[src/hw/rtl/mrsc_pkg.sv]
// ----------------------------------------------------------------------------
// mrsc_pkg
// Shared constants, codes and types of the mini RISC single-step core.
// ----------------------------------------------------------------------------
package mrsc_pkg;

  localparam int PC_W           = 9;
  localparam int REG_COUNT      = 8;
  localparam int REG_AW         = $clog2(REG_COUNT);
  localparam int DATA_WORDS_DEF = 256;
  localparam int DATA_WIDTH_DEF = 16;
  localparam int IO_W           = 16;
  localparam int MADDR_W        = 8;
  localparam int IMM_W          = 6;
  localparam int TGT_W          = 7;
  localparam int QUEUE_DEPTH    = 2;
  localparam int ARITH_LO       = -128;
  localparam int ARITH_HI       = 127;

  // Instruction field positions
  localparam int OPC_LSB = 12;
  localparam int RS_LSB  = 9;
  localparam int RT_LSB  = 6;
  localparam int RD_LSB  = 3;

  // Configuration port
  localparam int   CFG_AW                 = 3;
  localparam int   APB_DW                 = 32;
  localparam logic CFG_IDX_PROGRAM_LENGTH = 1'b0;

  localparam logic [1:0] CMD_EXEC  = 2'd0;
  localparam logic [1:0] CMD_WRITE = 2'd1;
  localparam logic [1:0] CMD_READ  = 2'd2;

  localparam logic [3:0] OPC_RTYPE = 4'd0;
  localparam logic [3:0] OPC_J     = 4'd2;
  localparam logic [3:0] OPC_ADDI  = 4'd4;
  localparam logic [3:0] OPC_BEQ   = 4'd8;
  localparam logic [3:0] OPC_LW    = 4'd11;
  localparam logic [3:0] OPC_SW    = 4'd15;

  localparam logic [2:0] FN_ADD = 3'd0;
  localparam logic [2:0] FN_SUB = 3'd2;
  localparam logic [2:0] FN_AND = 3'd4;
  localparam logic [2:0] FN_OR  = 3'd5;

  // Request class as seen by the execute side
  typedef enum logic [3:0] {
    K_NONE,
    K_ADD,
    K_SUB,
    K_AND,
    K_OR,
    K_ADDI,
    K_LW,
    K_SW,
    K_BEQ,
    K_J,
    K_STEP,
    K_MWRITE,
    K_MREAD
  } kind_t;

  typedef struct packed {
    kind_t                    kind;
    logic [REG_AW-1:0]        rs;
    logic [REG_AW-1:0]        rt;
    logic [REG_AW-1:0]        dst;
    logic signed [IMM_W-1:0]  imm;
    logic signed [TGT_W-1:0]  tgt;
    logic [MADDR_W-1:0]       addr;
    logic signed [IO_W-1:0]   value;
  } item_t;

  typedef struct packed {
    logic [PC_W-1:0]        next_pc;
    logic                   overflow_flag;
    logic signed [IO_W-1:0] read_value;
    logic                   done_res;
  } res_t;

endpackage

[src/hw/rtl/mrsc_fifo.sv]
// ----------------------------------------------------------------------------
// mrsc_fifo
// Small register queue with full and empty flags.
// ----------------------------------------------------------------------------
module mrsc_fifo
  import mrsc_pkg::*;
#(
  parameter int WIDTH = IO_W,
  parameter int DEPTH = QUEUE_DEPTH
) (
  input  logic             clk,
  input  logic             rst,
  input  logic             push,
  input  logic [WIDTH-1:0] wdata,
  output logic             full,
  input  logic             pop,
  output logic [WIDTH-1:0] rdata,
  output logic             empty
);

  localparam int PW = (DEPTH > 1) ? $clog2(DEPTH) : 1;
  localparam int CW = $clog2(DEPTH + 1);
  localparam logic [PW-1:0] LAST = PW'(DEPTH - 1);

  logic [WIDTH-1:0] slots [DEPTH];
  logic [PW-1:0]    wr_ptr;
  logic [PW-1:0]    rd_ptr;
  logic [CW-1:0]    count;
  logic             do_push;
  logic             do_pop;

  assign full    = (count == CW'(DEPTH));
  assign empty   = (count == '0);
  assign do_push = push && !full;
  assign do_pop  = pop && !empty;
  assign rdata   = slots[rd_ptr];

  always_ff @(posedge clk) begin
    if (rst) begin
      wr_ptr <= '0;
      rd_ptr <= '0;
      count  <= '0;
    end else begin
      if (do_push) begin
        wr_ptr <= (wr_ptr == LAST) ? '0 : wr_ptr + 1'b1;
      end
      if (do_pop) begin
        rd_ptr <= (rd_ptr == LAST) ? '0 : rd_ptr + 1'b1;
      end
      case ({do_push, do_pop})
        2'b10:   count <= count + 1'b1;
        2'b01:   count <= count - 1'b1;
        default: count <= count;
      endcase
    end
  end

  always_ff @(posedge clk) begin
    if (do_push) begin
      slots[wr_ptr] <= wdata;
    end
  end

endmodule

[src/hw/rtl/mrsc_back.sv]
// ----------------------------------------------------------------------------
// mrsc_back
// Execute side: register file, data memory, program counter and result queue.
// ----------------------------------------------------------------------------
module mrsc_back
  import mrsc_pkg::*;
#(
  parameter int DATA_WORDS = DATA_WORDS_DEF,
  parameter int DATA_WIDTH = DATA_WIDTH_DEF
) (
  input  logic            clk,
  input  logic            rst,
  input  logic            in_valid,
  input  item_t           in_item,
  output logic            in_pop,
  input  logic [PC_W-1:0] program_length,
  output logic            clearing,
  input  logic            pop,
  output logic            empty,
  output res_t            res
);

  localparam int AW   = $clog2(DATA_WORDS);
  localparam int XW   = (AW + 1 > MADDR_W) ? AW + 1 : MADDR_W;
  localparam int NSUB = ((1 << MADDR_W) - 1) / DATA_WORDS;
  localparam int SW   = DATA_WIDTH + 1;
  localparam int TW   = PC_W + 1;
  localparam int RW   = $bits(res_t);
  localparam logic [AW-1:0] LAST_WORD = AW'(DATA_WORDS - 1);

  // Reduce an 8-bit address modulo the memory depth by compare and subtract.
  function automatic logic [AW-1:0] word_index(input logic [MADDR_W-1:0] a);
    logic [XW-1:0] x;
    x = XW'(a);
    for (int i = 0; i < NSUB; i++) begin
      if (x >= XW'(DATA_WORDS)) begin
        x = x - XW'(DATA_WORDS);
      end
    end
    return AW'(x);
  endfunction

  logic [DATA_WIDTH-1:0] rf [REG_COUNT];
  logic [REG_COUNT-1:0]  rf_ok;
  logic [DATA_WIDTH-1:0] mem [DATA_WORDS];

  logic                  clr_busy;
  logic [AW-1:0]         clr_addr;

  logic                  x_valid;
  item_t                 x_item;
  logic [AW-1:0]         x_addr;
  logic [DATA_WIDTH-1:0] x_rs_raw;
  logic [DATA_WIDTH-1:0] x_rt_raw;
  logic                  x_rs_ok;
  logic                  x_rt_ok;
  logic [DATA_WIDTH-1:0] x_mem_raw;

  logic                  frf_valid;
  logic [REG_AW-1:0]     frf_addr;
  logic [DATA_WIDTH-1:0] frf_data;
  logic                  fm_valid;
  logic [AW-1:0]         fm_addr;
  logic [DATA_WIDTH-1:0] fm_data;

  logic [PC_W-1:0]       pc;
  logic [PC_W-1:0]       pc_next;
  logic                  ovf;
  logic                  ovf_next;

  logic                  issue;
  logic                  x_go;
  logic                  out_full;
  logic [AW-1:0]         rd_addr;
  logic [DATA_WIDTH-1:0] rs_v;
  logic [DATA_WIDTH-1:0] rt_v;
  logic [DATA_WIDTH-1:0] m_v;
  logic signed [SW-1:0]  a_s;
  logic signed [SW-1:0]  b_s;
  logic signed [SW-1:0]  arith;
  logic                  arith_ok;
  logic                  x_exec;
  logic                  x_done;
  logic signed [TW-1:0]  t1;
  logic                  jmp_take;
  logic signed [31:0]    val32;
  logic [31:0]           rd32;
  logic                  reg_wr;
  logic                  mem_wr;
  logic                  rf_we;
  logic [DATA_WIDTH-1:0] rf_wd;
  logic                  m_we;
  logic [AW-1:0]         m_wa;
  logic [DATA_WIDTH-1:0] m_wd;
  res_t                  x_res;
  logic [RW-1:0]         res_bits;

  assign clearing = clr_busy;
  assign x_go     = x_valid && !out_full;
  assign issue    = in_valid && !clr_busy && (!x_valid || x_go);
  assign in_pop   = issue;
  assign rd_addr  = word_index(in_item.addr);

  // Execute stage
  always_comb begin
    rs_v = (frf_valid && frf_addr == x_item.rs) ? frf_data :
           (x_rs_ok ? x_rs_raw : '0);
    rt_v = (frf_valid && frf_addr == x_item.rt) ? frf_data :
           (x_rt_ok ? x_rt_raw : '0);
    m_v  = (fm_valid && fm_addr == x_addr) ? fm_data : x_mem_raw;

    a_s = {rs_v[DATA_WIDTH-1], rs_v};
    if (x_item.kind == K_ADDI) begin
      b_s = SW'(x_item.imm);
    end else begin
      b_s = {rt_v[DATA_WIDTH-1], rt_v};
    end
    if (x_item.kind == K_SUB) begin
      arith = a_s - b_s;
    end else begin
      arith = a_s + b_s;
    end
    arith_ok = (arith >= SW'(ARITH_LO)) && (arith <= SW'(ARITH_HI));

    t1       = TW'(x_item.tgt) - TW'(1);
    jmp_take = t1[TW-1] || (t1[PC_W-1:0] < program_length);

    val32 = 32'(x_item.value);
    rd32  = 32'(m_v);

    x_exec = x_item.kind inside {K_ADD, K_SUB, K_AND, K_OR, K_ADDI, K_LW, K_SW,
                                 K_BEQ, K_J, K_STEP};
    x_done = x_exec && (pc >= program_length);

    pc_next  = pc;
    ovf_next = ovf;
    reg_wr   = 1'b0;
    mem_wr   = 1'b0;
    rf_wd    = '0;
    if (x_exec && !x_done) begin
      pc_next = pc + 1'b1;
      case (x_item.kind)
        K_ADD, K_SUB, K_ADDI: begin
          reg_wr = 1'b1;
          rf_wd  = arith_ok ? DATA_WIDTH'(arith) : '0;
          if (!arith_ok) begin
            ovf_next = 1'b1;
          end
        end
        K_AND: begin
          reg_wr = 1'b1;
          rf_wd  = rs_v & rt_v;
        end
        K_OR: begin
          reg_wr = 1'b1;
          rf_wd  = rs_v | rt_v;
        end
        K_LW: begin
          reg_wr = 1'b1;
          rf_wd  = m_v;
        end
        K_SW:    mem_wr = 1'b1;
        K_BEQ: begin
          if (rs_v == rt_v) begin
            pc_next = pc + PC_W'(x_item.imm) + 1'b1;
          end
        end
        K_J:     pc_next = jmp_take ? PC_W'(x_item.tgt) : t1[PC_W-1:0];
        default: pc_next = pc + 1'b1;
      endcase
    end
    if (x_item.kind == K_MWRITE) begin
      mem_wr = 1'b1;
    end

    rf_we = x_go && reg_wr;
    m_we  = clr_busy || (x_go && mem_wr);
    m_wa  = clr_busy ? clr_addr : x_addr;
    if (clr_busy) begin
      m_wd = '0;
    end else if (x_item.kind == K_SW) begin
      m_wd = rt_v;
    end else begin
      m_wd = DATA_WIDTH'(val32);
    end

    x_res.next_pc       = pc_next;
    x_res.overflow_flag = ovf_next;
    x_res.read_value    = (x_item.kind == K_MREAD) ? signed'(rd32[IO_W-1:0]) : '0;
    x_res.done_res      = x_done;
  end

  always_ff @(posedge clk) begin
    if (rst) begin
      clr_busy  <= 1'b1;
      clr_addr  <= '0;
      x_valid   <= 1'b0;
      rf_ok     <= '0;
      frf_valid <= 1'b0;
      fm_valid  <= 1'b0;
      pc        <= '0;
      ovf       <= 1'b0;
    end else begin
      if (clr_busy) begin
        clr_addr <= clr_addr + 1'b1;
        if (clr_addr == LAST_WORD) begin
          clr_busy <= 1'b0;
        end
      end
      if (issue) begin
        x_valid <= 1'b1;
      end else if (x_go) begin
        x_valid <= 1'b0;
      end
      if (rf_we) begin
        rf_ok[x_item.dst] <= 1'b1;
        frf_valid         <= 1'b1;
        frf_addr          <= x_item.dst;
        frf_data          <= rf_wd;
      end
      if (m_we) begin
        fm_valid <= 1'b1;
        fm_addr  <= m_wa;
        fm_data  <= m_wd;
      end
      if (x_go) begin
        pc  <= pc_next;
        ovf <= ovf_next;
      end
    end
  end

  // Register file: one write port, two registered read ports.
  always_ff @(posedge clk) begin
    if (rf_we) begin
      rf[x_item.dst] <= rf_wd;
    end
    if (issue) begin
      x_item   <= in_item;
      x_addr   <= rd_addr;
      x_rs_raw <= rf[in_item.rs];
      x_rt_raw <= rf[in_item.rt];
      x_rs_ok  <= rf_ok[in_item.rs];
      x_rt_ok  <= rf_ok[in_item.rt];
    end
  end

  // Data memory: one write port, one registered read port.
  always_ff @(posedge clk) begin
    if (m_we) begin
      mem[m_wa] <= m_wd;
    end
    if (issue) begin
      x_mem_raw <= mem[rd_addr];
    end
  end

  assign res = res_t'(res_bits);

  mrsc_fifo #(
    .WIDTH (RW),
    .DEPTH (QUEUE_DEPTH)
  ) u_results (
    .clk   (clk),
    .rst   (rst),
    .push  (x_go),
    .wdata (x_res),
    .full  (out_full),
    .pop   (pop),
    .rdata (res_bits),
    .empty (empty)
  );

endmodule

[config.mk]
export PLATFORM = sky130hd
export DESIGN_NAME = mrsc_back
export DESIGN_NICKNAME = d
export VERILOG_FILES = /design/src/hw/rtl/mrsc_pkg.sv /design/src/hw/rtl/mrsc_fifo.sv /design/src/hw/rtl/mrsc_back.sv
export SDC_FILE = /design/constraint.sdc
export NUM_CORES = 2
export LEC_CHECK = 0
export CAP_MARGIN = 25
export CORE_AREA = 2 2 561 703
export DETAILED_ROUTE_END_ITERATION = 7
export DIE_AREA = 0 0 563 705
export DONT_BUFFER_PORTS = 1
export GPL_TIMING_DRIVEN = 0
export PLACE_DENSITY = 0.67
export SYNTH_ARGS = -nofsm -noshare
export SYNTH_HDL_FRONTEND = slang
export SYNTH_MEMORY_MAX_BITS = 65536
export SYNTH_SLANG_ARGS = --single-unit
[constraint.sdc]
create_clock -name clk -period 19.1 [get_ports clk]
set_input_delay 0.955 -clock clk [delete_from_list [all_inputs] [get_ports clk]]
set_output_delay 0.955 -clock clk [all_outputs]
set_load 0.03 [all_outputs]
==> results.py <==
metrics = {
    "logic_synthesis": {
        "synth_area_leader_cell": "edfxtp_1",
        "synth_cell_type_count": 70,
        "synth_area_mm2": 0.1751,
        "synth_area_per_cell_um2": 23.20,
        "syn-num-nets": 7690,
        "synth_top_area_frac": 0.7583,
        "ys_seq_area_frac": 0.7623,
        "synth_warnings": 0,
        "synth_area_leaders": "edfxtp_1, mux4_2, clkbuf_1, nor3_1, ha_1",
        "synthCells": 7547,
        "synthFlopType": "edfxtp_1",
        "ys_ff_latch": 4456,
        "async_reset_ff_frac": 0,
        "synth_edf_count": 4421,
    },
    "detailed_routing": {
        "drt-initial-drc-count": 12020,
        "wl_per_cell_um": 33.95,
        "vias": 86330,
        "dr.pass1.iters": 8,
        "wl_mm": 477.4,
        "route.detailed.drc": 6,
        "ant_nets": 0,
        "vias_per_cell": 6.139,
    },
    "worst_setup_path": {
        "critPathCaptureType": "flip-flop",
        "setup.worst_path.class": "flip-flop to flip-flop",
        "arrival_ps": 8410,
        "critical-path-top-delay-family": "compound AO/OA/AOI/OAI gates",
        "cp.required_ps": 19730,
        "cpPeakStageDelay_ps": 950,
        "cp-start-kind": "flip-flop",
        "path_max_fanout": 10,
        "cp_slowest_cell": "o21ai_1",
        "crit_buf_inv": 3,
    },
    "global_route": {
        "antenna_found_initial": 36,
        "grt_pass1_wl_mm": 666.2,
        "grt_max_degree": 33,
        "grtUsageTotal": 0.2383,
        "grt_overflow": 0,
        "grt_pass1_vias": 87400,
    },
    "clock_network": {
        "cts_made_buffers": 412,
        "post-cts-setup-buffers": 0,
        "clk_pin_slew_ps": 60,
        "cts_max_level": 5,
        "cts_tree": "done",
        "cts_buffer_depth": 4,
        "clock_latency_ps": 1050,
        "cts_num_sinks": 4456,
        "cts_root_buffer": "clkbuf_16",
    },
    "status": {
        "status": "finished with violations",
        "violations": "DRC",
    },
    "sta": {
        "max_freq_ghz": 0.1286,
        "final_max_slew_viol_count": 0,
        "rsz0062_at_grt": "no",
        "hold_viol": 0,
        "setup_tns_ps": 0,
        "slew_headroom": 0.2189,
        "setup_viol": 0,
        "tightest_slew_ps": 1169,
        "period_needed_ps": 7779,
        "skew_ps": 104.7,
        "fin_crit_sh": 0.4073,
        "setup_slack_ps": 11320,
    },
    "pwr": {
        "seqPwrFrac": 0.546,
        "intPower_mw": 15.44,
        "power_switching_mw": 3.995,
        "total_power_mw": 19.44,
        "swShare": 0.2056,
        "clkPwrFrac": 0.428,
        "ir_worst_vdd_mv": 0.08914,
        "power_density_mw_per_mm2": 94.85,
        "power_frac_comb": 0.027,
        "power_leakage_nw": 57.44,
    },
    "layout": {
        "area_growth_pct": 17.05,
        "finalNetCount": 8659,
        "final_cell_mix": "edfxtp_1, mux4_2, clkbuf_16",
        "layout_commonest_cell": "edfxtp_1",
        "drive_gt1_frac": 0.3379,
    },
    "placed_design": {
        "portBuffers": 0,
        "dp_hpwl_mm": 346.6,
        "globalplace.congestion": 0.9656,
        "preCtsSetupSlack_ps": 11540,
    },
    "die": {
        "io_pins": 93,
        "core_area_mm2": 0.3904,
        "die_h_um": 705,
        "die_x_um": 563,
        "rows": 257,
        "start_util": 0.4485,
        "die_area_mm2": 0.3969,
    },
    "worst_hold_path": {
        "holdCritPathClass": "primary input to flip-flop",
    },
    "flow_run": {
        "drv_cap": 0,
    },
}
==> worst paths after layout <==
| path | start | to | slack [ps] | cells past startpoint |
|---|---|---|---|---|
| setup reg to reg | frf_addr[0]$_DFFE_PP_ | rf[3][6]$_DFFE_PP_ | 11320 | 25 |
| hold reg to reg | rf_ok[3]$_SDFFE_PP0P_ | rf_ok[3]$_SDFFE_PP0P_ | 480 | 2 |
| hold / removal | in_item[21] | x_addr[5]$_DFFE_PP_ | 70 | 0 |
| setup / recovery | frf_addr[0]$_DFFE_PP_ | rf[3][6]$_DFFE_PP_ | 11320 | 25 |
==> cells by family (layout without fill, tap and decap cells) <==
logic type | count (synthesis) | after routing | share of synthesized area
adders and majority gates | 80 | 80 | 0.005803
xor gates and xnor gates | 64 | 64 | 0.003287
muxes | 1528 | 1528 | 0.1900
buffers and inverters | 500 | 1811 | 0.01127
and+or+nand+nor | 662 | 662 | 0.01740
DFF | 4456 | 4456 | 0.7623
AOI/OAI and AO/OA | 257 | 257 | 0.009927
other | 0 | 24 | 0
==> per-layer routing <==
metal,up-vias,track usage,part of all wire
li1,34330,-,-
met2,4598,0.3956,0.50
met1,46450,0.2943,0.35
met4,6,0.1326,0.066
met5,-,0,0.000084
met3,946,0.04653,0.089
==> power groups by stage <==
stage          Clock, mW  Sequential (mW)  Combinational, mW
3_5_place_dp           0             10.8              0.506
3_3_place_gp           0             10.8              0.477
2_1_floorplan          0             10.8              0.301
4_1_cts             8.40             10.6              0.513
6_report            8.31             10.6              0.519
5_1_grt             8.75             10.6              0.533
==> synthesized netlist by cell type, types with 4 or more instances <==
master / count
nand4_1: 13
nand2_1: 153
nand2b_1: 11
o21ai_0: 41
o21a_1: 25
xor2_1: 28
o221ai_1: 16
a21o_1: 11
a41oi_1: 8
dfxtp_1: 35
a21oi_1: 63
or3_1: 9
mux2_2: 65
nor2_1: 199
mux2i_1: 31
and3_1: 14
o211ai_1: 7
buf_1: 89
mux4_2: 1428
inv_1: 77
buf_2: 62
nor3_1: 200
a31oi_1: 10
a211oi_1: 28
edfxtp_1: 4421
and2_1: 11
nor2b_1: 10
o21ai_1: 9
a21boi_0: 4
nor4_1: 9
nand3_1: 17
clkbuf_1: 268
o21bai_1: 5
ha_1: 78
xnor2_1: 35
==> through the flow <==
step,util,area [um^2],std cells,hold slack (ps)
2_1_floorplan,-,175100,7547,432.2
3_3_place_gp,0.4651,181600,12730,451.6
3_5_place_dp,0.4880,190500,13220,463.1
4_1_cts,0.5236,204400,14000,11.05
5_1_grt,0.5248,204900,14040,31.25
6_report,0.5250,204900,14060,67.89
==> what timing repair did <==
item                      4_1_cts  5_1_grt
hold endpoints to repair       28        0
resized for setup               0        0
hold buffers                   28        0
==> area by class of cell <==
| class | instances | area [um^2] |
|---|---|---|
| multi-input cells | 2591 | 40960 |
| clock buffers | 499 | 10710 |
| well taps | 5180 | 6481 |
| plain buffers | 423 | 1729 |
| clock inverters | 257 | 2902 |
| fillers | 29250 | 185400 |
| inverters | 77 | 289.0 |
| diodes | 24 | 60.06 |
| repair buffers | 555 | 8342 |
| flip-flops and latches | 4456 | 133500 |
==> flip-flops by register name (all words and copies together) (netlist names), 26 cells and up, named ones only <==
name,flops
mem,4096
rf,128
u_results.slots,54
x_item,26
(Power assumes the default switching activity.)
