[src/hw/rtl/mrsc_pkg.sv]
// ----------------------------------------------------------------------------
// mrsc_pkg
// Shared constants, codes and types of the mini RISC single-step core.
// ----------------------------------------------------------------------------
package mrsc_pkg;

  localparam int PC_W           = 9;
  localparam int REG_COUNT      = 8;
  localparam int REG_AW         = $clog2(REG_COUNT);
  localparam int DATA_WORDS_DEF = 256;
  localparam int DATA_WIDTH_DEF = 16;
  localparam int IO_W           = 16;
  localparam int MADDR_W        = 8;
  localparam int IMM_W          = 6;
  localparam int TGT_W          = 7;
  localparam int QUEUE_DEPTH    = 2;
  localparam int ARITH_LO       = -128;
  localparam int ARITH_HI       = 127;

  // Instruction field positions
  localparam int OPC_LSB = 12;
  localparam int RS_LSB  = 9;
  localparam int RT_LSB  = 6;
  localparam int RD_LSB  = 3;

  // Configuration port
  localparam int   CFG_AW                 = 3;
  localparam int   APB_DW                 = 32;
  localparam logic CFG_IDX_PROGRAM_LENGTH = 1'b0;

  localparam logic [1:0] CMD_EXEC  = 2'd0;
  localparam logic [1:0] CMD_WRITE = 2'd1;
  localparam logic [1:0] CMD_READ  = 2'd2;

  localparam logic [3:0] OPC_RTYPE = 4'd0;
  localparam logic [3:0] OPC_J     = 4'd2;
  localparam logic [3:0] OPC_ADDI  = 4'd4;
  localparam logic [3:0] OPC_BEQ   = 4'd8;
  localparam logic [3:0] OPC_LW    = 4'd11;
  localparam logic [3:0] OPC_SW    = 4'd15;

  localparam logic [2:0] FN_ADD = 3'd0;
  localparam logic [2:0] FN_SUB = 3'd2;
  localparam logic [2:0] FN_AND = 3'd4;
  localparam logic [2:0] FN_OR  = 3'd5;

  // Request class as seen by the execute side
  typedef enum logic [3:0] {
    K_NONE,
    K_ADD,
    K_SUB,
    K_AND,
    K_OR,
    K_ADDI,
    K_LW,
    K_SW,
    K_BEQ,
    K_J,
    K_STEP,
    K_MWRITE,
    K_MREAD
  } kind_t;

  typedef struct packed {
    kind_t                    kind;
    logic [REG_AW-1:0]        rs;
    logic [REG_AW-1:0]        rt;
    logic [REG_AW-1:0]        dst;
    logic signed [IMM_W-1:0]  imm;
    logic signed [TGT_W-1:0]  tgt;
    logic [MADDR_W-1:0]       addr;
    logic signed [IO_W-1:0]   value;
  } item_t;

  typedef struct packed {
    logic [PC_W-1:0]        next_pc;
    logic                   overflow_flag;
    logic signed [IO_W-1:0] read_value;
    logic                   done_res;
  } res_t;

endpackage

[src/hw/rtl/mrsc_fifo.sv]
// ----------------------------------------------------------------------------
// mrsc_fifo
// Small register queue with full and empty flags.
// ----------------------------------------------------------------------------
module mrsc_fifo
  import mrsc_pkg::*;
#(
  parameter int WIDTH = IO_W,
  parameter int DEPTH = QUEUE_DEPTH
) (
  input  logic             clk,
  input  logic             rst,
  input  logic             push,
  input  logic [WIDTH-1:0] wdata,
  output logic             full,
  input  logic             pop,
  output logic [WIDTH-1:0] rdata,
  output logic             empty
);

  localparam int PW = (DEPTH > 1) ? $clog2(DEPTH) : 1;
  localparam int CW = $clog2(DEPTH + 1);
  localparam logic [PW-1:0] LAST = PW'(DEPTH - 1);

  logic [WIDTH-1:0] slots [DEPTH];
  logic [PW-1:0]    wr_ptr;
  logic [PW-1:0]    rd_ptr;
  logic [CW-1:0]    count;
  logic             do_push;
  logic             do_pop;

  assign full    = (count == CW'(DEPTH));
  assign empty   = (count == '0);
  assign do_push = push && !full;
  assign do_pop  = pop && !empty;
  assign rdata   = slots[rd_ptr];

  always_ff @(posedge clk) begin
    if (rst) begin
      wr_ptr <= '0;
      rd_ptr <= '0;
      count  <= '0;
    end else begin
      if (do_push) begin
        wr_ptr <= (wr_ptr == LAST) ? '0 : wr_ptr + 1'b1;
      end
      if (do_pop) begin
        rd_ptr <= (rd_ptr == LAST) ? '0 : rd_ptr + 1'b1;
      end
      case ({do_push, do_pop})
        2'b10:   count <= count + 1'b1;
        2'b01:   count <= count - 1'b1;
        default: count <= count;
      endcase
    end
  end

  always_ff @(posedge clk) begin
    if (do_push) begin
      slots[wr_ptr] <= wdata;
    end
  end

endmodule

[src/hw/rtl/mrsc_front.sv]
// ----------------------------------------------------------------------------
// mrsc_front
// Accepts requests, classifies them and queues them for the execute side.
// ----------------------------------------------------------------------------
module mrsc_front
  import mrsc_pkg::*;
(
  input  logic                   clk,
  input  logic                   rst,
  input  logic                   push,
  output logic                   full,
  input  logic [1:0]             cmd,
  input  logic [IO_W-1:0]        instruction_word,
  input  logic [MADDR_W-1:0]     mem_addr,
  input  logic signed [IO_W-1:0] mem_value,
  input  logic                   hold,
  output logic                   item_valid,
  output item_t                  item,
  input  logic                   item_pop
);

  localparam int IW = $bits(item_t);

  item_t          dec;
  logic [3:0]     opcode;
  logic [2:0]     funct;
  logic [IW-1:0]  q_rdata;
  logic           q_full;
  logic           q_empty;

  assign opcode = instruction_word[OPC_LSB +: 4];
  assign funct  = instruction_word[2:0];

  // Classify the request; register slots come straight from the word.
  always_comb begin
    dec.kind  = K_NONE;
    dec.rs    = instruction_word[RS_LSB +: REG_AW];
    dec.rt    = instruction_word[RT_LSB +: REG_AW];
    dec.dst   = instruction_word[RT_LSB +: REG_AW];
    dec.imm   = signed'(instruction_word[IMM_W-1:0]);
    dec.tgt   = signed'(instruction_word[TGT_W-1:0]);
    dec.addr  = mem_addr;
    dec.value = mem_value;
    case (cmd)
      CMD_EXEC: begin
        dec.kind = K_STEP;
        dec.addr = MADDR_W'(dec.imm);
        case (opcode)
          OPC_RTYPE: begin
            dec.dst = instruction_word[RD_LSB +: REG_AW];
            case (funct)
              FN_ADD:  dec.kind = K_ADD;
              FN_SUB:  dec.kind = K_SUB;
              FN_AND:  dec.kind = K_AND;
              FN_OR:   dec.kind = K_OR;
              default: dec.kind = K_STEP;
            endcase
          end
          OPC_ADDI: dec.kind = K_ADDI;
          OPC_LW:   dec.kind = K_LW;
          OPC_SW:   dec.kind = K_SW;
          OPC_BEQ:  dec.kind = K_BEQ;
          OPC_J:    dec.kind = K_J;
          default:  dec.kind = K_STEP;
        endcase
      end
      CMD_WRITE: dec.kind = K_MWRITE;
      CMD_READ:  dec.kind = K_MREAD;
      default:   dec.kind = K_NONE;
    endcase
  end

  assign full       = q_full || hold;
  assign item_valid = !q_empty;
  assign item       = item_t'(q_rdata);

  mrsc_fifo #(
    .WIDTH (IW),
    .DEPTH (QUEUE_DEPTH)
  ) u_queue (
    .clk   (clk),
    .rst   (rst),
    .push  (push && !hold),
    .wdata (dec),
    .full  (q_full),
    .pop   (item_pop),
    .rdata (q_rdata),
    .empty (q_empty)
  );

endmodule

[config.mk]
export PLATFORM = sky130hd
export DESIGN_NAME = mrsc_front
export DESIGN_NICKNAME = d
export VERILOG_FILES = /design/src/hw/rtl/mrsc_pkg.sv /design/src/hw/rtl/mrsc_fifo.sv /design/src/hw/rtl/mrsc_front.sv
export SDC_FILE = /design/constraint.sdc
export NUM_CORES = 1
export LEC_CHECK = 0
export BUFFER_PORTS_ARGS = -buffer_cell sky130_fd_sc_hd__buf_2
export CORE_MARGIN = 10
export CORE_UTILIZATION = 45
export CTS_CLUSTER_SIZE = 20
export DETAILED_ROUTE_END_ITERATION = 6
export HOLD_SLACK_MARGIN = 0.12
export PLACE_DENSITY = 0.73
export SLEW_MARGIN = 5
export SYNTH_ARGS = -nofsm -noshare
export SYNTH_HDL_FRONTEND = slang
export SYNTH_SLANG_ARGS = --single-unit
export TNS_END_PERCENT = 50
[constraint.sdc]
create_clock -name clk -period 2.9 [get_ports clk]
set_input_delay 0.29 -clock clk [delete_from_list [all_inputs] [get_ports clk]]
set_output_delay 0.29 -clock clk [all_outputs]
set_load 0.02 [all_outputs]
==> results of run 1 <==
## cell usage in the layout (no fill, tap or decap), drive strengths merged, types with 2 or more instances in the layout
| cell type | instances |
|---|---|
| a21oi | 4 |
| a31oi | 2 |
| buf | 104 |
| clkbuf | 9 |
| clkinv | 4 |
| dfxtp | 5 |
| dlygate4sd3 | 19 |
| edfxtp | 86 |
| ha | 3 |
| inv | 10 |
| mux2 | 52 |
| nand2 | 4 |
| nand3 | 2 |
| nor2 | 4 |
| nor3 | 2 |
| o21ai | 8 |
| or2 | 2 |
| or3 | 3 |
| xnor2 | 2 |
| xor2 | 2 |
## state kept, by name, indices dropped and copies added, names as in the netlist, named ones only
signal and count:
u_queue.count 2, u_queue.rd_ptr 1, u_queue.slots 86, u_queue.wr_ptr 1
## critical path, stage by stage, from the launching register on
cell and delay [ps]:
dfxtp_1 420, nor2b_1 100, or3_1 380, nor2_4 570
buf_4 330
## synth_stat cells
| cell type | instances | area (sq um) |
|---|---|---|
| o21ai_0 | 8 | 40.04 |
| edfxtp_1 | 86 | 2582 |
| or3_1 | 2 | 12.51 |
| nand2_1 | 3 | 11.26 |
| and4_2 | 1 | 10.01 |
| o31ai_1 | 1 | 7.510 |
| xnor2_1 | 2 | 17.52 |
| mux2_1 | 3 | 33.78 |
| or4_1 | 1 | 7.510 |
| buf_4 | 7 | 52.55 |
| and3b_1 | 1 | 8.760 |
| nor2b_1 | 1 | 6.260 |
| buf_2 | 6 | 30.03 |
| a21oi_1 | 4 | 20.02 |
| nor3_1 | 2 | 10.01 |
| a211oi_1 | 1 | 7.510 |
| a31oi_1 | 2 | 12.51 |
| mux2_2 | 49 | 551.8 |
| nor4b_1 | 1 | 8.760 |
| ha_1 | 3 | 37.54 |
| nand2_2 | 1 | 6.260 |
| clkbuf_1 | 1 | 3.750 |
| nor2_1 | 4 | 15.01 |
| or3_2 | 1 | 7.510 |
| o21a_1 | 1 | 7.510 |
| inv_1 | 8 | 30.03 |
| o22ai_1 | 1 | 6.260 |
| dfxtp_1 | 5 | 100.1 |
| o21bai_1 | 1 | 7.510 |
| nand3_1 | 2 | 10.01 |
| xor2_1 | 2 | 17.52 |
| maj3_1 | 1 | 10.01 |
| or2_2 | 2 | 12.51 |
| nor4_4 | 1 | 21.27 |
## cells by family (layout without fill, tap and decap cells)
group           count (synthesis)  after routing  share of synthesized area
compound gates                 19             19                    0.02924
xor+xnor                        4              4                   0.009410
fa+ha+maj                       4              4                    0.01277
buf+inv                        22            147                    0.03125
flops                          91             91                     0.7204
mux                            52             52                     0.1573
simple gates                   23             23                    0.03965
## worst paths after layout
check	endpoint	start	cells past startpoint
max	u_queue.slots[1][36]	u_queue.count[0]	4
min	flip-flop	rst	2
max reg2reg	u_queue.slots[1][36]	u_queue.count[0]	4
min reg2reg	u_queue.wr_ptr	u_queue.wr_ptr	2
## routing by layer
| layer | up-vias | GRT usage | routed length, um |
|---|---|---|---|
| met3 | 2 | 0.05357 | 591 |
| met1 | 1059 | 0.1413 | 3217 |
| li1 | 1061 | - | - |
| met2 | 69 | 0.1993 | 3751 |
| met4 | 0 | 0.03646 | 25 |
| met5 | - | 0 | 0 |
## through the flow
stage,power (uW),worst slack [ps]
after floorplan,2327,549.3
after global placement,2624,815.2
after detailed placement,2634,778.8
after CTS,3412,765.7
after global routing,3539,656.1
final,3363,802.3
## area by class of cell
cell class	count	share of cell area
clock inverters	7	0.01097
flip-flops and latches	91	0.5737
inverters	8	0.006419
well taps	105	0.02808
clock buffers	9	0.02648
multi-input cells	102	0.1993
repair buffers	123	0.1551
## power breakdown
part	total, uW	switching, uW	leakage [uW]	internal [uW]
Combinational	1000	580	0.000840	425
Clock	756	440	0.0000876	316
Sequential	1600	54.5	0.000832	1550
==> impl_metrics.csv, run 1 <==
group,metric,value,unit
route,viasPerCell,4.924,
final_layout,regArea,2684,sq um
route,drt-wirelength-per-cell,17.04,um
sta,post-route-period-util,0.7233,
synth,synth_fp_nets,265,
outcome,run_status,"complete, no violations",
cts,post_cts_resized,0,
cts,clkSinkCount,91,
sta,holdWs,146.0,ps
floorplanning,die_x,111.0,um
floorplanning,io_pins,99,
setup_path,critical_path_class,"reg2reg",
synth,yosys_warnings,0,
setup_path,worstPathArrival,2150,ps
placed_design,dpl-instance-area,4313,sq um
floorplanning,initial_utilization,0.4578,
sta,finalSetupTns,0,ps
placed_design,dp_hpwl,5.407,mm
placed_design,portBuffers,98,
cts,ctsRootBufferMaster,"clkbuf_8",
run,drv_cap,0,
sta,rsz0062_at_grt,"false",
pwr,power_leakage,0.001759,uW
floorplanning,fp.coreArea,8134,sq um
sta,period_needed,2098,ps
synth,synth_area_per_cell,17.32,sq um
sta,finalClockSkew,7.516,ps
final_layout,final_nets,385,
placed_design,gp_congestion,0.7574,
synth,yosysSeqAreaShare,0.7204,
route,ant_nets,0,
floorplanning,rows,33,
cts,htreeDepth,3,
global_routing,antenna_found_initial,0,
global_routing,grt_overflow,0,
final_layout,diodes,0,
sta,tightest_slew,705.1,ps
cts,clkSlewWorstSetupHoldPaths,90,ps
final_layout,stdcell_area,4678,sq um
global_routing,grt_pass1_vias,2388,
sta,setup_viol,0,
setup_path,r2r_slack,800,ps
final_layout,stdcell_count,445,
pwr,vdd_drop_max,0.3429,mV
final_layout,multiInputGateArea,932.1,sq um
sta,hold_viol,0,
global_routing,grt_first_pass_wirelength,12.12,mm
setup_path,critPathLaunchType,"flip-flop",
cts,cts_buffers,9,
route,initialDrtViolationCount,125,
sta,finalMaxSlewViolations,0,
final_layout,layout-drive-gt1-share,0.5206,
setup_path,worst_setup_path_end_kind,"flip-flop",
sta,slew_headroom,0.5288,
synth,synth_area,3724,sq um
cts,cts_setup_buffers,0,
synth,synth_seq_cells,91,
synth,syn_inst,215,
floorplanning,fp.dieH,111.0,um
pwr,p_per_area,718.8,nW/um^2
cts,cts_tree,"done",
cts,cts_buffer_depth,2,
cts,insertion_delay,350,ps
route,vias,2191,
global_routing,grt_use_total,0.1220,
global_routing,grt_max_degree,24,
final_layout,syn_to_final_growth,25.64,%
final_layout,utilization,0.5751,
setup_path,path_max_fanout,23,
floorplanning,dieArea,12310,sq um
cts,postCtsHoldBufs,19,
min_path,hold_path_class,"in2reg",
route,drc,0,
route,dr.pass1.iters,6,
placed_design,dp_cells,410,
sta,fmax,476.7,MHz
setup_path,required,2960,ps
final_layout,fill_cells,652,
route,routed_wl,7.585,mm
synth,synth.distinct_cells,34,
Note: power is estimated with default switching activity, not from simulation.
==> run 2: changes to the inputs <==
--- a/config.mk
+++ b/config.mk
@@ -5,13 +5,14 @@
 export SDC_FILE = /design/constraint.sdc
 export NUM_CORES = 1
 export LEC_CHECK = 0
+export ABC_AREA = 1
 export BUFFER_PORTS_ARGS = -buffer_cell sky130_fd_sc_hd__buf_2
 export CORE_MARGIN = 10
 export CORE_UTILIZATION = 45
 export CTS_CLUSTER_SIZE = 20
 export DETAILED_ROUTE_END_ITERATION = 6
 export HOLD_SLACK_MARGIN = 0.12
-export PLACE_DENSITY = 0.73
+export PLACE_DENSITY = 0.72
 export SLEW_MARGIN = 5
 export SYNTH_ARGS = -nofsm -noshare
 export SYNTH_HDL_FRONTEND = slang
==> constraint.sdc (replaced) <==
create_clock -name clk -period 1.8 [get_ports clk]
set_input_delay 0.18 -clock clk [delete_from_list [all_inputs] [get_ports clk]]
set_output_delay 0.18 -clock clk [all_outputs]
set_load 0.02 [all_outputs]
==> impl_metrics.csv, run 2 <==
group,metric,value,unit
route,initialDrtViolationCount,103,
sta,setup_viol,0,
sta,finalClockSkew,5.716,ps
floorplanning,fp.coreArea,8175,sq um
synth,synthArstFlopShare,0,
route,top_layer_used,"met4",
synth,synth_top_area_share,0.6832,
synth,synth_commonest_cells,"edfxtp_1 (86), nand2_1 (52), mux2_2 (40)",
global_routing,grt_first_pass_wirelength,12.59,mm
cts,htreeDepth,3,
cts,insertion_delay,340,ps
min_path,hold_path_class,"in2reg",
sta,period_needed,1715,ps
route,dr.pass1.iters,4,
final_layout,reg.largest.list,"u_queue.slots (86), u_queue.count (2)",
floorplanning,rows,33,
floorplanning,die_x,111.7,um
global_routing,grt_max_degree,27,
synth,yosys.area.top_type,"edfxtp_1",
placed_design,dp_hpwl,5.367,mm
pwr,power_leakage,0.001967,uW
setup_path,critical_path_class,"reg2out",
floorplanning,io_pins,99,
route,routed_wl,7.571,mm
route,dr_wl_met2,3.804,mm
synth,synth_area_leaders,"edfxtp_1 (68%), mux2_2 (12%), nand2_1 (5.2%), dfxtp_1 (2.6%), inv_1 (1.7%)",
global_routing,grt_pass1_vias,2637,
sta,slew_headroom,0.7977,
outcome,run_status,"complete, no violations",
final_layout,utilization,0.5989,
cts,post_cts_resized,0,
synth,yosys_warnings,0,
pwr,p_per_area,962.6,nW/um^2
floorplanning,initial_utilization,0.4624,
final_layout,multiInputGateArea,927.1,sq um
synth,yosysSeqAreaShare,0.7097,
pwr,power.internal,3462,uW
setup_path,required,1620,ps
setup_path,worstPathArrival,1530,ps
synth,synth_area,3780,sq um
setup_path,path_max_fanout,22,
final_layout,mostFrequentLayoutCells,"buf_2 (98), edfxtp_1 (86), nand2_1 (52)",
placed_design,gp_congestion,0.8411,
synth,synth.distinct_cells,25,
cts,clkSlewWorstSetupHoldPaths,90,ps
pwr,switching_share,0.2653,
setup_path,critPathLaunchType,"flip-flop",
final_layout,fill_cells,663,
global_routing,antenna_found_initial,0,
pwr,seqPwrFrac,0.523,
route,m1WireLength,3.166,mm
sta,tightest_slew,303.5,ps
sta,holdWs,144.7,ps
cts,clkSinkCount,91,
run,drv_cap,0,
synth,synthFlopType,"edfxtp_1",
setup_path,worst_setup_path_end_kind,"output pin",
global_routing,grt_overflow,0,
global_routing,grt_use_total,0.1244,
pwr,vdd_drop_max,0.5414,mV
cts,cts_buffers,9,
sta,finalMaxSlewViolations,0,
synth,synth_area_per_cell,14.65,sq um
sta,rsz0062_at_grt,"false",
final_layout,diodes,0,
pwr,switching_power,1250,uW
route,drt-wirelength-per-cell,15.05,um
final_layout,layout-drive-gt1-share,0.4196,
synth,synth_seq_cells,91,
final_layout,final_nets,443,
route,viasPerCell,4.757,
route,wl_met3,500,um
pwr,p_total,4713,uW
pwr,power_frac_comb,0.198,
floorplanning,dieArea,12470,sq um
synth,yosysMostFrequentCell,"edfxtp_1",
final_layout,syn_to_final_growth,29.53,%
sta,fmax,583.2,MHz
cts,cts_buffer_depth,2,
pwr,pwr-share-clk,0.279,
final_layout,regArea,2684,sq um
sta,hold_viol,0,
final_layout,top_register,"u_queue.slots",
final_layout,final_common_cell,"buf_2",
route,ant_nets,0,
cts,ctsRootBufferMaster,"clkbuf_8",
cts,cts_tree,"done",
final_layout,largest_register_ffs,86,
placed_design,portBuffers,98,
synth,syn_inst,258,
synth,synth_fp_nets,308,
route,vias,2393,
floorplanning,fp.dieH,111.7,um
sta,post-route-period-util,0.9525,
synth,synth-edff-count,86,
route,drc,0,
## run 2: cell types whose count changed in the layout (fill, tap and decap cells not counted), moves of 3 or more
cell,change
dlygate4sd3_1,+14
inv_1,+10
mux2_2,-9
nand2_1,+49
nand3_1,+3
nor2_1,+8
o21ai_0,-7
o21ai_1,+3
## run 2: cell families after synthesis
kind of cell | Yosys count | synth area share
flip-flops | 91 | 0.7097
multiplexers | 43 | 0.1281
AO/OA/AOI/OAI | 11 | 0.01523
AND/OR/NAND/NOR | 78 | 0.08805
buffers and inverters | 32 | 0.04899
adder cells (fa/ha/maj) | 3 | 0.009932
## run 2: path summary, 6_finish.rpt
| check | from | to | slack (ps) | cells after the start |
|---|---|---|---|---|
| worst max-delay path | flip-flop | item[35] | 90 | 3 |
| worst min register to register | u_queue.rd_ptr | flip-flop | 500 | 2 |
| worst min-delay path | mem_addr[0] | u_queue.slots[1][16] | 140 | 3 |
| worst max register to register | u_queue.count[0] | u_queue.count[1] | 310 | 8 |
## run 2: through the flow
step	TNS, ps	instances	setup slack [ps]	area (sq um)
4_1_cts	0	503	45.09	4896
3_5_place_dp	0	454	263.7	4374
2_1_floorplan	-30280	258	-359.4	3785
6_report	0	503	85.43	4896
5_1_grt	0	503	10.79	4896
3_3_place_gp	0	454	342.6	4374
## run 2: repair_timing
action                                 CTS  global route
buffers inserted                         0             0
endpoints found under the hold margin   67             0
hold buffers                            33             0
## run 2: power groups by stage
stage | clock network (uW) | logic [uW] | registers (uW)
final | 1320 | 933 | 2460
after CTS | 1360 | 953 | 2470
after global routing | 1470 | 1020 | 2470
after floorplan | 0 | 630 | 2510
after detailed placement | 0 | 893 | 2510
after global placement | 0 | 883 | 2510
## run 2: layout make-up
type,instances,share of cell area
Clock buffer,9,0.02530
Clock inverter,7,0.01380
Inverter,19,0.01457
Multi-Input combinational cell,135,0.1894
Sequential cell,91,0.5482
Tap cell,105,0.02683
Timing Repair Buffer,137,0.1820
## run 2: worst max-delay path: stages, from the launching register on
cell     delay (ps)
dfxtp_2         330
buf_4           290
mux2_2          390
buf_2           170
## run 2: routing by layer
layer	vias to the layer above	GRT usage
met5	-	0
met4	0	0.05913
met3	7	0.03596
met2	74	0.2051
met1	1129	0.1460
li1	1183	-
==> run 3: changes to the inputs <==
--- a/config.mk
+++ b/config.mk
@@ -12,7 +12,7 @@
 export CTS_CLUSTER_SIZE = 20
 export DETAILED_ROUTE_END_ITERATION = 6
 export HOLD_SLACK_MARGIN = 0.12
-export PLACE_DENSITY = 0.72
+export PLACE_DENSITY = 0.7
 export SLEW_MARGIN = 5
 export SYNTH_ARGS = -nofsm -noshare
 export SYNTH_HDL_FRONTEND = slang
==> constraint.sdc (replaced) <==
create_clock -name clk -period 1.6 [get_ports clk]
set_input_delay 0.16 -clock clk [delete_from_list [all_inputs] [get_ports clk]]
set_output_delay 0.16 -clock clk [all_outputs]
set_load 0.02 [all_outputs]
==> impl_metrics.csv, run 3 (synthesis results as in run 2) <==
group,metric,value,unit
min_path,min_delay_path_depth,3,
final_layout,diodes,0,
setup_path,path_max_fanout,15,
sta,slew_headroom,0.8347,
setup_path,critical_path_class,"reg2out",
setup_path,r2r_end,"u_queue.count[1]",
final_layout,reg.largest.list,"u_queue.slots (86), u_queue.count (2)",
sta,period_needed,1600,ps
placed_design,dp_hpwl,5.665,mm
floorplanning,fp.coreArea,8175,sq um
global_routing,grt_use_total,0.1310,
cts,clkSinkCount,91,
floorplanning,dieArea,12470,sq um
sta,fmax,624.9,MHz
min_path,holdPathEnd,"u_queue.slots[0][19]",
cts,cts_buffers,9,
pwr,power.internal,4327,uW
pwr,switching_power,1470,uW
min_path,hold_path_class,"in2reg",
setup_path,rr_worst_depth,8,
floorplanning,rows,33,
floorplanning,die_x,111.7,um
pwr,power_frac_comb,0.205,
setup_path,required,1440,ps
cts,htreeDepth,3,
final_layout,mostFrequentLayoutCells,"edfxtp_1 (86), buf_2 (81), nand2_1 (51)",
sta,rsz0062_at_grt,"true",
setup_path,r2r-start,"u_queue.count[0]",
route,drc,0,
final_layout,top_register,"u_queue.slots",
sta,setup_viol,1,
setup_path,worstPathArrival,1440,ps
final_layout,final_common_cell,"edfxtp_1",
sta,tightest_slew,247.9,ps
pwr,p_per_area,1128,nW/um^2
global_routing,grt_first_pass_wirelength,13.14,mm
pwr,switching_share,0.2536,
min_path,worstHoldStart,"mem_addr[3]",
placed_design,portBuffers,98,
floorplanning,fp.dieH,111.7,um
floorplanning,initial_utilization,0.4624,
outcome,violations,"negative setup slack",
route,routed_wl,8.128,mm
sta,post-route-period-util,1.000,
final_layout,largest_register_ffs,86,
sta,finalClockSkew,5.691,ps
run,drv_cap,0,
global_routing,grt_max_degree,29,
pwr,p_total,5797,uW
cts,clkSlewWorstSetupHoldPaths,80,ps
route,ant_nets,0,
cts,cts_tree,"done",
outcome,run_status,"complete, but fails checks",
cts,insertion_delay,350,ps
final_layout,final_nets,446,
sta,finalSetupTns,-0.2607,ps
pwr,seqPwrFrac,0.480,
global_routing,antenna_found_initial,0,
global_routing,grt_pass1_vias,2733,
floorplanning,io_pins,99,
cts,ctsRootBufferMaster,"clkbuf_8",
route,dr.pass1.iters,4,
sta,finalMaxSlewViolations,0,
global_routing,grt_overflow,0,
pwr,pwr-share-clk,0.314,
route,initialDrtViolationCount,84,
route,vias,2445,
sta,layout_setup_ws,-0.2607,ps
route,viasPerCell,4.832,
pwr,power_leakage,0.002081,uW
route,drt-wirelength-per-cell,16.06,um
cts,cts_buffer_depth,2,
setup_path,worst_setup_path_end_kind,"output pin",
setup_path,critPathLaunchType,"flip-flop",
pwr,vdd_drop_max,0.7013,mV
final_layout,layout-drive-gt1-share,0.4339,
setup_path,r2r_slack,160,ps
final_layout,syn_to_final_growth,35.95,%
placed_design,gp_congestion,0.8874,
sta,hold_viol,0,
## run 3: changes by cell type in the layout (fill, tap and decap cells not counted), sizes merged
cell	delta
inv	-1
bufinv	+2
clkinvlp	-1
buf	+1
dlygate4sd3	+1
clkbuf	+1
## run 3: power by group through the flow
stage / registers (uW) / clock network (uW) / logic (uW)
finish: 2790 / 1820 / 1190
CTS: 2780 / 1870 / 1110
global route: 2800 / 1990 / 1290
floorplan: 2820 / 0 / 717
detailed placement: 2830 / 0 / 1020
global placement: 2830 / 0 / 1010
## run 3: per-stage QoR
stage / instances / setup slack, ps / instance area, sq um / util / hold WS, ps
after global placement: 455 / 257.0 / 4405 / 0.5389 / 347.8
final: 506 / -0.2607 / 5139 / 0.6286 / 133.2
after floorplan: 258 / -64.93 / 3806 / - / 229.1
after global routing: 506 / -69.72 / 5139 / 0.6286 / 124.9
after CTS: 505 / -30.41 / 5002 / 0.6119 / 126.2
after detailed placement: 455 / 139.8 / 4405 / 0.5389 / 353.9
## run 3: final cells by class
type                    count  area [sq um]
repair buffers            140          1027
multi-input cells         135         980.9
well taps                 105         131.4
fillers                   631          3037
clock buffers               9         123.9
flip-flops and latches     91          2688
inverters                  19         71.32
clock inverters             7         116.4
## run 3: routing by layer
layer / track usage / vias to the layer above / wire length, um
met5: 0 / - / 0
met3: 0.04992 / 8 / 543
met1: 0.1429 / 1182 / 3261
met2: 0.2280 / 72 / 4229
li1: - / 1183 / -
met4: 0.04456 / 0 / 94
## run 3: worst max path at each step
stage	from	to	cells after the start
global route	flip-flop	item[31]	3
CTS	flip-flop	item[36]	3
global placement	u_queue.count[0]	u_queue.count[1]	8
detailed placement	u_queue.count[0]	u_queue.count[1]	8
floorplan	u_queue.count[0]	u_queue.slots[1][0]	4
finish	flip-flop	item[24]	3
## run 3: repair_timing
action / 4_1_cts / 5_1_grt
hold buffers: 34 / 0
setup endpoints to repair: 34 / 51
gates resized for setup: 5 / 35
endpoints found under the hold margin: 71 / 0
gates cloned: 0 / 1
buffers inserted: 0 / 0
## run 3: critical path, stage by stage (launching register included)
cell and delay (ps):
dfxtp_4 400, buf_12 160, mux2_2 360, buf_2 170
